===== config.mk =====
export PLATFORM = sky130hd
export DESIGN_NAME = nsd_seq
export DESIGN_NICKNAME = d
export VERILOG_FILES = /design/src/rtl/core/nsd_pkg.sv /design/src/rtl/core/nsd_seq.sv
export SDC_FILE = /design/constraint.sdc
export NUM_CORES = 1
export LEC_CHECK = 0
export ABC_AREA = 1
export BUFFER_PORTS_ARGS = -buffer_cell sky130_fd_sc_hd__buf_2
export CORE_MARGIN = 1.5
export CORE_UTILIZATION = 59
export DETAILED_ROUTE_END_ITERATION = 6
export HOLD_SLACK_MARGIN = 0.1
export PLACE_DENSITY_LB_ADDON = 0.05
export SLEW_MARGIN = 20
export SYNTH_ARGS = -nofsm -noshare
export SYNTH_HDL_FRONTEND = slang
export SYNTH_SLANG_ARGS = --single-unit

===== constraint.sdc =====
create_clock -name clk -period 5.05 [get_ports clk]
set_input_delay 0.505 -clock clk [delete_from_list [all_inputs] [get_ports clk]]
set_output_delay 0.505 -clock clk [all_outputs]
set_load 0.005 [all_outputs]

===== src/rtl/core/nsd_pkg.sv =====
// nsd_pkg: shared types and constants for the nesting depth sweep core
// holds the input and result word layouts; no dependencies
package nsd_pkg;

  // fixed field widths
  localparam int unsigned IDX_W = 10;
  localparam int unsigned CNT_W = 16;

  // saturation value of a coverage count or a depth
  localparam logic [CNT_W-1:0] CNT_MAX = '1;

  // increments applied over a range of the coverage tree
  localparam logic [CNT_W-1:0] DELTA_OPEN  = CNT_W'(1);
  localparam logic [CNT_W-1:0] DELTA_CLOSE = '1;

  // one vertical edge
  typedef struct packed {
    logic [IDX_W-1:0] y_start;
    logic [IDX_W-1:0] y_end;
  } in_word_t;

  // one result word
  typedef struct packed {
    logic [CNT_W-1:0] edge_depth;
    logic [CNT_W-1:0] max_depth;
  } out_word_t;

endpackage


===== src/rtl/core/nsd_seq.sv =====
// nsd_seq: sequencer with one shared 16-bit adder for the root-ward query walk,
// the depth step and the read-modify-write range update; depends on nsd_pkg
module nsd_seq #(
  parameter int unsigned COORDS = 1024,
  parameter int unsigned AW     = 11,
  parameter int unsigned NW     = 12
) (
  input  logic                    clk,
  input  logic                    rst_n,
  input  logic                    in_valid,
  output logic                    in_stall,
  input  nsd_pkg::in_word_t       in_data,
  output logic                    out_valid,
  input  logic                    out_stall,
  output nsd_pkg::out_word_t      out_data,
  output logic                    mem_we,
  output logic [AW-1:0]           mem_waddr,
  output logic [nsd_pkg::CNT_W-1:0] mem_wdata,
  output logic                    mem_re,
  output logic [AW-1:0]           mem_raddr,
  input  logic [nsd_pkg::CNT_W-1:0] mem_rdata
);
  import nsd_pkg::*;

  localparam int unsigned CW = (COORDS > 1) ? $clog2(COORDS) : 1;
  localparam logic [AW-1:0] LAST_NODE = AW'(2 * COORDS - 1);
  localparam logic [CW-1:0] TOP_IDX   = CW'(COORDS - 1);

  typedef enum logic [2:0] {
    S_CLEAR, S_IDLE, S_QUERY, S_DEPTH, S_LEVEL, S_WR_L, S_WR_R, S_FIN
  } state_t;

  state_t           state_r, state_nxt;
  logic [AW-1:0]    clr_r, clr_nxt;
  logic [AW-1:0]    node_r, node_nxt;
  logic             pend_r, pend_nxt;
  logic [CNT_W-1:0] sum_r, sum_nxt;
  logic [CNT_W-1:0] depth_r, depth_nxt;
  logic [CNT_W-1:0] best_r, best_nxt;
  logic             open_r, open_nxt;
  logic [NW-1:0]    l_r, l_nxt;
  logic [NW-1:0]    r_r, r_nxt;
  logic             out_valid_r, out_valid_nxt;
  out_word_t        out_data_r, out_data_nxt;

  // shared adder
  logic [CNT_W-1:0] add_a, add_b, add_y;
  assign add_y = add_a + add_b;

  // input decode: clamp, edge direction, tree bounds
  logic             opening;
  logic [CW-1:0]    a_c, b_c, lo_c, hi_c;
  logic [AW-1:0]    leaf;
  logic [NW-1:0]    l_init, r_init;

  always_comb begin
    opening = in_data.y_start > in_data.y_end;
    if (32'(in_data.y_start) > 32'(COORDS - 1)) begin
      a_c = TOP_IDX;
    end else begin
      a_c = CW'(in_data.y_start);
    end
    if (32'(in_data.y_end) > 32'(COORDS - 1)) begin
      b_c = TOP_IDX;
    end else begin
      b_c = CW'(in_data.y_end);
    end
    lo_c   = opening ? b_c : a_c;
    hi_c   = opening ? a_c : b_c;
    leaf   = AW'(a_c) + AW'(COORDS);
    l_init = NW'(lo_c) + NW'(COORDS);
    r_init = NW'(hi_c) + NW'(COORDS) + NW'(1);
  end

  // helpers for the range walk
  logic [CNT_W-1:0] delta;
  logic [CNT_W-1:0] sat_depth;
  logic [NW-1:0]    l_inc, r_dec;
  assign delta     = open_r ? DELTA_OPEN : DELTA_CLOSE;
  assign sat_depth = (sum_r == CNT_MAX) ? CNT_MAX : add_y;
  assign l_inc     = l_r + NW'(1);
  assign r_dec     = r_r - NW'(1);

  // next-state and datapath control
  always_comb begin
    state_nxt     = state_r;
    clr_nxt       = clr_r;
    node_nxt      = node_r;
    pend_nxt      = pend_r;
    sum_nxt       = sum_r;
    depth_nxt     = depth_r;
    best_nxt      = best_r;
    open_nxt      = open_r;
    l_nxt         = l_r;
    r_nxt         = r_r;
    out_valid_nxt = out_valid_r;
    out_data_nxt  = out_data_r;
    mem_we        = 1'b0;
    mem_waddr     = l_r[AW-1:0];
    mem_wdata     = add_y;
    mem_re        = 1'b0;
    mem_raddr     = node_r;
    add_a         = sum_r;
    add_b         = mem_rdata;

    // result word taken downstream
    if (out_valid_r && !out_stall) begin
      out_valid_nxt = 1'b0;
    end

    unique case (state_r)
      // zero the tree one node a cycle
      S_CLEAR: begin
        mem_we    = 1'b1;
        mem_waddr = clr_r;
        mem_wdata = '0;
        clr_nxt   = clr_r + AW'(1);
        if (clr_r == LAST_NODE) begin
          state_nxt = S_IDLE;
        end
      end
      S_IDLE: begin
        if (in_valid) begin
          open_nxt  = opening;
          node_nxt  = leaf;
          l_nxt     = l_init;
          r_nxt     = r_init;
          sum_nxt   = '0;
          pend_nxt  = 1'b0;
          depth_nxt = '0;
          state_nxt = opening ? S_QUERY : S_LEVEL;
        end
      end
      // leaf-to-root walk, read issued the cycle before its value enters the sum
      S_QUERY: begin
        if (pend_r) begin
          sum_nxt = add_y;
        end
        if (node_r != '0) begin
          mem_re    = 1'b1;
          mem_raddr = node_r;
          node_nxt  = node_r >> 1;
          pend_nxt  = 1'b1;
        end else begin
          pend_nxt = 1'b0;
          if (!pend_r) begin
            state_nxt = S_DEPTH;
          end
        end
      end
      // depth is coverage plus one, saturating
      S_DEPTH: begin
        add_a     = sum_r;
        add_b     = CNT_W'(1);
        depth_nxt = sat_depth;
        if (sat_depth > best_r) begin
          best_nxt = sat_depth;
        end
        state_nxt = S_LEVEL;
      end
      // one tree level of the range update
      S_LEVEL: begin
        if (l_r >= r_r) begin
          state_nxt = S_FIN;
        end else if (l_r[0]) begin
          mem_re    = 1'b1;
          mem_raddr = l_r[AW-1:0];
          state_nxt = S_WR_L;
        end else if (r_r[0]) begin
          mem_re    = 1'b1;
          mem_raddr = r_dec[AW-1:0];
          r_nxt     = r_dec;
          state_nxt = S_WR_R;
        end else begin
          l_nxt = l_r >> 1;
          r_nxt = r_r >> 1;
        end
      end
      // write back left node, maybe read right node in the same cycle
      S_WR_L: begin
        add_a     = mem_rdata;
        add_b     = delta;
        mem_we    = 1'b1;
        mem_waddr = l_r[AW-1:0];
        if (r_r[0]) begin
          mem_re    = 1'b1;
          mem_raddr = r_dec[AW-1:0];
          r_nxt     = r_dec;
          l_nxt     = l_inc;
          state_nxt = S_WR_R;
        end else begin
          l_nxt     = l_inc >> 1;
          r_nxt     = r_r >> 1;
          state_nxt = S_LEVEL;
        end
      end
      // write back right node and climb a level
      S_WR_R: begin
        add_a     = mem_rdata;
        add_b     = delta;
        mem_we    = 1'b1;
        mem_waddr = r_r[AW-1:0];
        l_nxt     = l_r >> 1;
        r_nxt     = r_r >> 1;
        state_nxt = S_LEVEL;
      end
      // hand the result word to the output register
      S_FIN: begin
        if (!out_valid_r || !out_stall) begin
          out_valid_nxt           = 1'b1;
          out_data_nxt.edge_depth = depth_r;
          out_data_nxt.max_depth  = best_r;
          state_nxt               = S_IDLE;
        end
      end
      default: begin
        state_nxt = S_CLEAR;
      end
    endcase
  end

  // state and registered outputs
  always_ff @(posedge clk) begin
    if (!rst_n) begin
      state_r     <= S_CLEAR;
      clr_r       <= '0;
      best_r      <= '0;
      out_valid_r <= 1'b0;
    end else begin
      state_r     <= state_nxt;
      clr_r       <= clr_nxt;
      best_r      <= best_nxt;
      out_valid_r <= out_valid_nxt;
    end
    node_r     <= node_nxt;
    pend_r     <= pend_nxt;
    sum_r      <= sum_nxt;
    depth_r    <= depth_nxt;
    open_r     <= open_nxt;
    l_r        <= l_nxt;
    r_r        <= r_nxt;
    out_data_r <= out_data_nxt;
  end

  assign in_stall  = (state_r != S_IDLE);
  assign out_valid = out_valid_r;
  assign out_data  = out_data_r;

endmodule


==> impl_results.md, run 1 <==
- CP Data Arrival Time: 5.00 ns
- Total setup buffers inserted after CTS: 0
- Worst hold path class: in -> reg
- Drt wl/cell: 17.1 µm
- Final ANT Viol Nets: 0
- Setup TNS: 0 ns
- Initial core utilization: 60.8%
- Clock skew: 0.0101 ns
- Net count, final: 1367
- CTS Buf Count: 17
- Top-area cell type share of the netlist area: 34.2%
- Clock root cell: clkbuf_16
- Final Instance Area: 10200 µm²
- CTS tree: yes
- Fin crit period: 4.67 ns
- Sequential area share after synthesis: 41.2%
- Vias in the first global route: 7794
- Ys flop type: edfxtp_1
- Most frequent cells in the layout: 266 x nand2_1, 164 x inv_1, 122 x nor2_1, 113 x buf_2, 101 x edfxtp_1
- Remaining global-route overflow: 0
- Maximum VDD drop: 0.000257 V
- Post-Route WL: 25.0 mm
- Detailed Routing Iterations Pass 1: 5
- Fmax: 214 MHz
- Yosys cell types: 52
- Worst-Skew Late Latency: 0.44 ns
- Cell Area, Placed: 9620 µm²
- Outcome: finished clean
- Synth-to-Final Area Change: 15.2%
- Slew @ Worst Pin: 1.02 ns
- Ant. Diodes: 0
- GRT Total Usage: 32.2%
- Pins Over Slew Limit: 0
- Die area: 15800 µm²
- Max Root-Sink Buffers: 2
- #FFs+latches synth: 132
- Post-Syn Nets: 1258
- Max_cap viols: 0
- DR iter-0 viols: 737
- Slew headroom: 32.1%
- Post-route DRC: 0
- Top Ports: 114
- HPWL Detailed: 19.0 mm
- Rows: 44
- DR vias: 8379
- Syn Area/Cell: 7.65 µm²
- Antenna violations before repair: 0
- First-pass GRT wire length: 39.8 mm
- Leading cell type in the layout, fill and taps excluded: nand2_1
- Htree depth: 4
- GP Congestion: 0.973
- Worst-path clk slew: 0.07 ns
- Share of layout cells above drive strength 1: 14.5%
- CP Launch Type: flop
- Die X: 126 µm
- Final hold violations: 0
- Gate Count Post-Synth: 1160
- Largest net degree at the start of global routing: 41
- Top cells by area, synth: edfxtp_1 34%, nand2_1 11%, ha_1 8.0%
- Cell area after synthesis: 8880 µm²
- Post-synth ARST share: 0%
- IO buf count: 113
- Power per Cell Area: 479 nW/µm²
- Post-synth EDFFs: 101
- Crit end category: flop
- Static Leak: 0.00478 µW
- Crit path required time: 5.38 ns
- Die Span Y: 126 µm
- Crit Path Category: reg -> reg
- Final Setup Violations: 0
- Total clock sinks: 132
- Core ar.: 14600 µm²
- Final Cycle Share: 92.5%
- Via density: 5.72
- Crit Path Max Fanout: 16
- Post-synth top area cell: edfxtp_1
- Synth warn: 0
==> cells in the mapped netlist (all sizes together) (10+ instances only) <==
cell type,number
nand2,272
inv,168
nor2,130
edfxtp,101
o21ai,91
a21oi,90
ha,57
nand3,51
dfxtp,31
clkbuf,26
o211ai,21
nor3,20
xor2,16
nand4,12
buf,10
==> flip-flops by register name (all words and copies together) (netlist names) <==
signal and flops:
state_r 3, sum_r 16, node_r 11, out_data 32, out_valid 1, r_r 12, best_r 16, clr_r 11
open_r 1, pend_r 1, depth_r 16, l_r 12
==> power breakdown <==
| part | switching [µW] | internal [µW] | total (µW) |
|---|---|---|---|
| logic | 1400 | 705 | 2100 |
| registers | 170 | 1410 | 1580 |
| clock network | 559 | 659 | 1220 |
| total | 2130 | 2770 | 4900 |
==> final timing paths <==
path	start	to	slack [ns]	depth (start not counted)
max	state_r[1]$_SDFFE_PN0P_	best_r[13]$_SDFFE_PN0P_	0.38	25
min	out_stall	out_valid$_SDFF_PN0_	0.38	3
max reg2reg	state_r[1]$_SDFFE_PN0P_	best_r[13]$_SDFFE_PN0P_	0.38	25
min reg2reg	depth_r[9]$_SDFFCE_PN0P_	out_data[25]$_DFFE_PP_	0.42	0
==> repair_timing <==
| item | CTS | global route |
|---|---|---|
| hold buffers | 0 | 0 |
| setup endpoints to repair | 0 | 16 |
| gates resized for setup | 0 | 5 |
| hold endpoints to repair | 0 | 0 |
==> per-stage QoR <==
stage                     cells  hold WS (ns)  util (%)  total power (µW)  worst slack, ns
after detailed placement   1434         0.405      66.0              3640           0.0899
final                      1466         0.376      70.1              4900            0.380
after global placement     1434         0.401      66.0              3620            0.307
after floorplan            1160         0.400         -              2930            0.953
after CTS                  1466         0.375      69.9              4860           0.0498
after global routing       1466         0.404      70.1              5210          -0.0198
==> worst max-delay path: stages (launching register included) <==
cell,delay (ns)
dfxtp_1,0.40
nand2_1,0.09
inv_1,0.12
nor2_2,0.06
nand2_2,0.18
or2_4,0.27
o21ai_0,0.13
ha_1,0.39
nand3_1,0.11
and2_1,0.19
o21ai_1,0.24
nand2_1,0.09
nand2_1,0.13
nand2_1,0.06
nand2_1,0.07
xor2_1,0.35
nand2_1,0.20
ha_1,0.36
nand2_1,0.08
nor4_2,0.31
a21oi_1,0.12
nand2_2,0.18
buf_4,0.24
nand2_1,0.08
nand2_1,0.06
nor2_1,0.04
==> layout make-up <==
type                            instances  area, µm²
Multi-Input combinational cell        822       4460
Timing Repair Buffer                  126        667
Fill cell                            1254       4370
Tap cell                              184        230
Clock inverter                         15        153
Inverter                              170        638
Clock buffer                           17        425
Sequential cell                       132       3650
==> per-layer routing <==
layer | vias to the layer above | track usage, % | share of wire (%)
met1 | 3853 | 38.7 | 40
met2 | 331 | 56.4 | 49
met4 | 0 | 16.6 | 4.8
met3 | 64 | 4.55 | 5.7
met5 | - | 0 | 0
li1 | 4131 | - | -
==> cell families (layout without fill, tap and decap cells) <==
kind of cell             count (synthesis)  after routing  share of synthesized area (%)
adder cells (fa/ha/maj)                 58             58                           8.26
XOR/XNOR                                21             21                           2.07
flip-flops                             132            132                           41.2
AND/OR/NAND/NOR                        497            497                           23.4
AO/OA/AOI/OAI                          246            246                           16.2
buffers and inverters                  206            328                           8.96
Note: power is estimated with default switching activity, not from simulation.
==> run 2: changes to the inputs <==
Settings changed: CORE_UTILIZATION 59 to 61, CTS_BUF_LIST set to sky130_fd_sc_hd__clkbuf_4 sky130_fd_sc_hd__clkbuf_8, CTS_CLUSTER_SIZE set to 20.
==> run 2 against run 1 <==
Net effect: first-iteration DRC count is 20% higher; final cell count is 0.34% lower; register-to-register slack better by 0.13 ns; cell area is 2.3% lower; sequential power hardly changed; total power is 7.0% lower; clock power is 30% lower; critical endpoint is now mem_raddr[2]; largest cell class unchanged; largest power group unchanged.
==> impl_results.md, run 2 (synthesis gave the netlist of run 1 again) <==
- CTS Buf Count: 17
- Power per Cell Area: 457 nW/µm²
- Crit path required time: 4.55 ns
- Hold Slack: 0.340 ns
- Final ANT Viol Nets: 0
- Pre-CTS setup slack: 0.284 ns
- GRT Max-Usage Layer: met2
- Worst-path clk slew: 0.08 ns
- Drt wl/cell: 17.6 µm
- Leading cell type in the layout, fill and taps excluded: nand2_1
- Largest net degree at the start of global routing: 41
- Die Span Y: 124 µm
- Initial core utilization: 63.2%
- Synth-to-Final Area Change: 12.5%
- Met2 global-route usage: 60.1%
- Net count, final: 1366
- Share of layout cells above drive strength 1: 14.3%
- Vias in the first global route: 7946
- Top Ports: 114
- Final Cycle Share: 90.6%
- Ant. Diodes: 0
- Total clock sinks: 132
- Final WS setup: 0.476 ns
- Outcome: finished clean
- Die X: 124 µm
- Maximum VDD drop: 0.000270 V
- Static Leak: 0.00467 µW
- Antenna violations before repair: 0
- First-pass GRT wire length: 40.3 mm
- Slew headroom: 28.1%
- DR iter-0 viols: 888
- GP Congestion: 0.970
- CP Data Arrival Time: 4.07 ns
- Crit Path Category: reg -> out
- Crit end category: output port
- Core ar.: 14000 µm²
- Htree depth: 4
- Remaining global-route overflow: 0
- CTS tree: yes
- Die area: 15300 µm²
- GRT Total Usage: 35.0%
- Clock skew: 0.0157 ns
- Clock root cell: clkbuf_8
- Max_cap viols: 0
- Setup TNS: 0 ns
- Max Root-Sink Buffers: 2
- Worst-Skew Late Latency: 0.47 ns
- Fill cells: 1167
- Worst hold path class: in -> reg
- Pins Over Slew Limit: 0
- Via density: 5.86
- Max FFs per register: 32
- Rows: 43
- RSZ-0062 raised after global routing: no
- Final hold violations: 0
- CP Launch Type: flop
- Slew @ Worst Pin: 1.07 ns
- Post-route DRC: 0
- Met1 Usage GRT: 40.7%
- Post-Route WL: 25.8 mm
- Fmax: 219 MHz
- Detailed Routing Iterations Pass 1: 5
- Most frequent cells in the layout: 267 x nand2_1, 164 x inv_1, 122 x nor2_1, 113 x buf_2, 101 x edfxtp_1
- Final Setup Violations: 0
- GR met3 Demand/Resource: 7.14%
- HPWL Detailed: 19.7 mm
- DR vias: 8558
- IO buf count: 113
- Total setup buffers inserted after CTS: 0
- Fin crit period: 4.57 ns
- Crit Path Max Fanout: 22
-- run 2: cell count changes in the layout (fill, tap and decap cells not counted), moves of 2 or more --
cell / change
clkinv_4: -2
clkinv_1: +2
clkbuf_8: +18
inv_8: -5
inv_6: +4
clkbuf_16: -17
-- run 2: critical path, cell delays in order, from the launching register on --
cell and delay, ns:
edfxtp_1 0.84, inv_1 0.31, ha_1 0.36, nand2_1 0.06
nand2_1 0.04, a21boi_0 0.14, o21ai_0 0.09, nand2_1 0.06
nand2_1 0.06, nand2_1 0.25, clkinv_1 0.45, nand2_1 0.36
o22ai_1 0.11, o21bai_1 0.29, buf_2 0.18
-- run 2: per-layer routing --
metal | wire [µm] | part of all wire [%] | up-vias
li1 | - | - | 4131
met1 | 9830 | 38 | 3898
met2 | 12500 | 49 | 428
met3 | 1940 | 7.5 | 101
met4 | 1470 | 5.7 | 0
met5 | 0 | 0 | -
-- run 2: path summary, 6_finish.rpt --
path | end | from | slack, ns | cells past startpoint
min reg2reg | out_data[19]$_DFFE_PP_ | depth_r[3]$_SDFFCE_PN0P_ | 0.42 | 0
min | out_valid$_SDFF_PN0_ | out_stall | 0.34 | 3
max | mem_raddr[2] | l_r[0]$_DFFE_PP_ | 0.48 | 14
max reg2reg | best_r[5]$_SDFFE_PN0P_ | state_r[2]$_SDFFE_PN0P_ | 0.51 | 23
-- run 2: power by group --
group	internal, µW	switching (µW)
Sequential	1410	179
Clock	365	483
Combinational	704	1420
Total	2480	2080
-- run 2: area by class of cell --
cell class              count  area [µm²]  area share [%]
flip-flops and latches    132        3650            36.6
clock buffers              18         248            2.48
inverters                 170         638            6.39
well taps                 180         225            2.26
repair buffers            125         656            6.57
clock inverters            14         113            1.13
multi-input cells         822        4450            44.6
-- run 2: timing repair --
item                       CTS  global route
hold buffers                 0             0
resized for setup            0             3
setup endpoints to repair    0            16
-- run 2: metrics by stage --
step | util (%) | instances | area [µm²] | total power, µW
floorplan | - | 1160 | 8880 | 2930
global placement | 68.4 | 1429 | 9610 | 3630
detailed placement | 68.4 | 1429 | 9610 | 3660
CTS | 71.0 | 1461 | 9970 | 4500
global route | 71.1 | 1461 | 9980 | 4850
finish | 71.1 | 1461 | 9980 | 4560
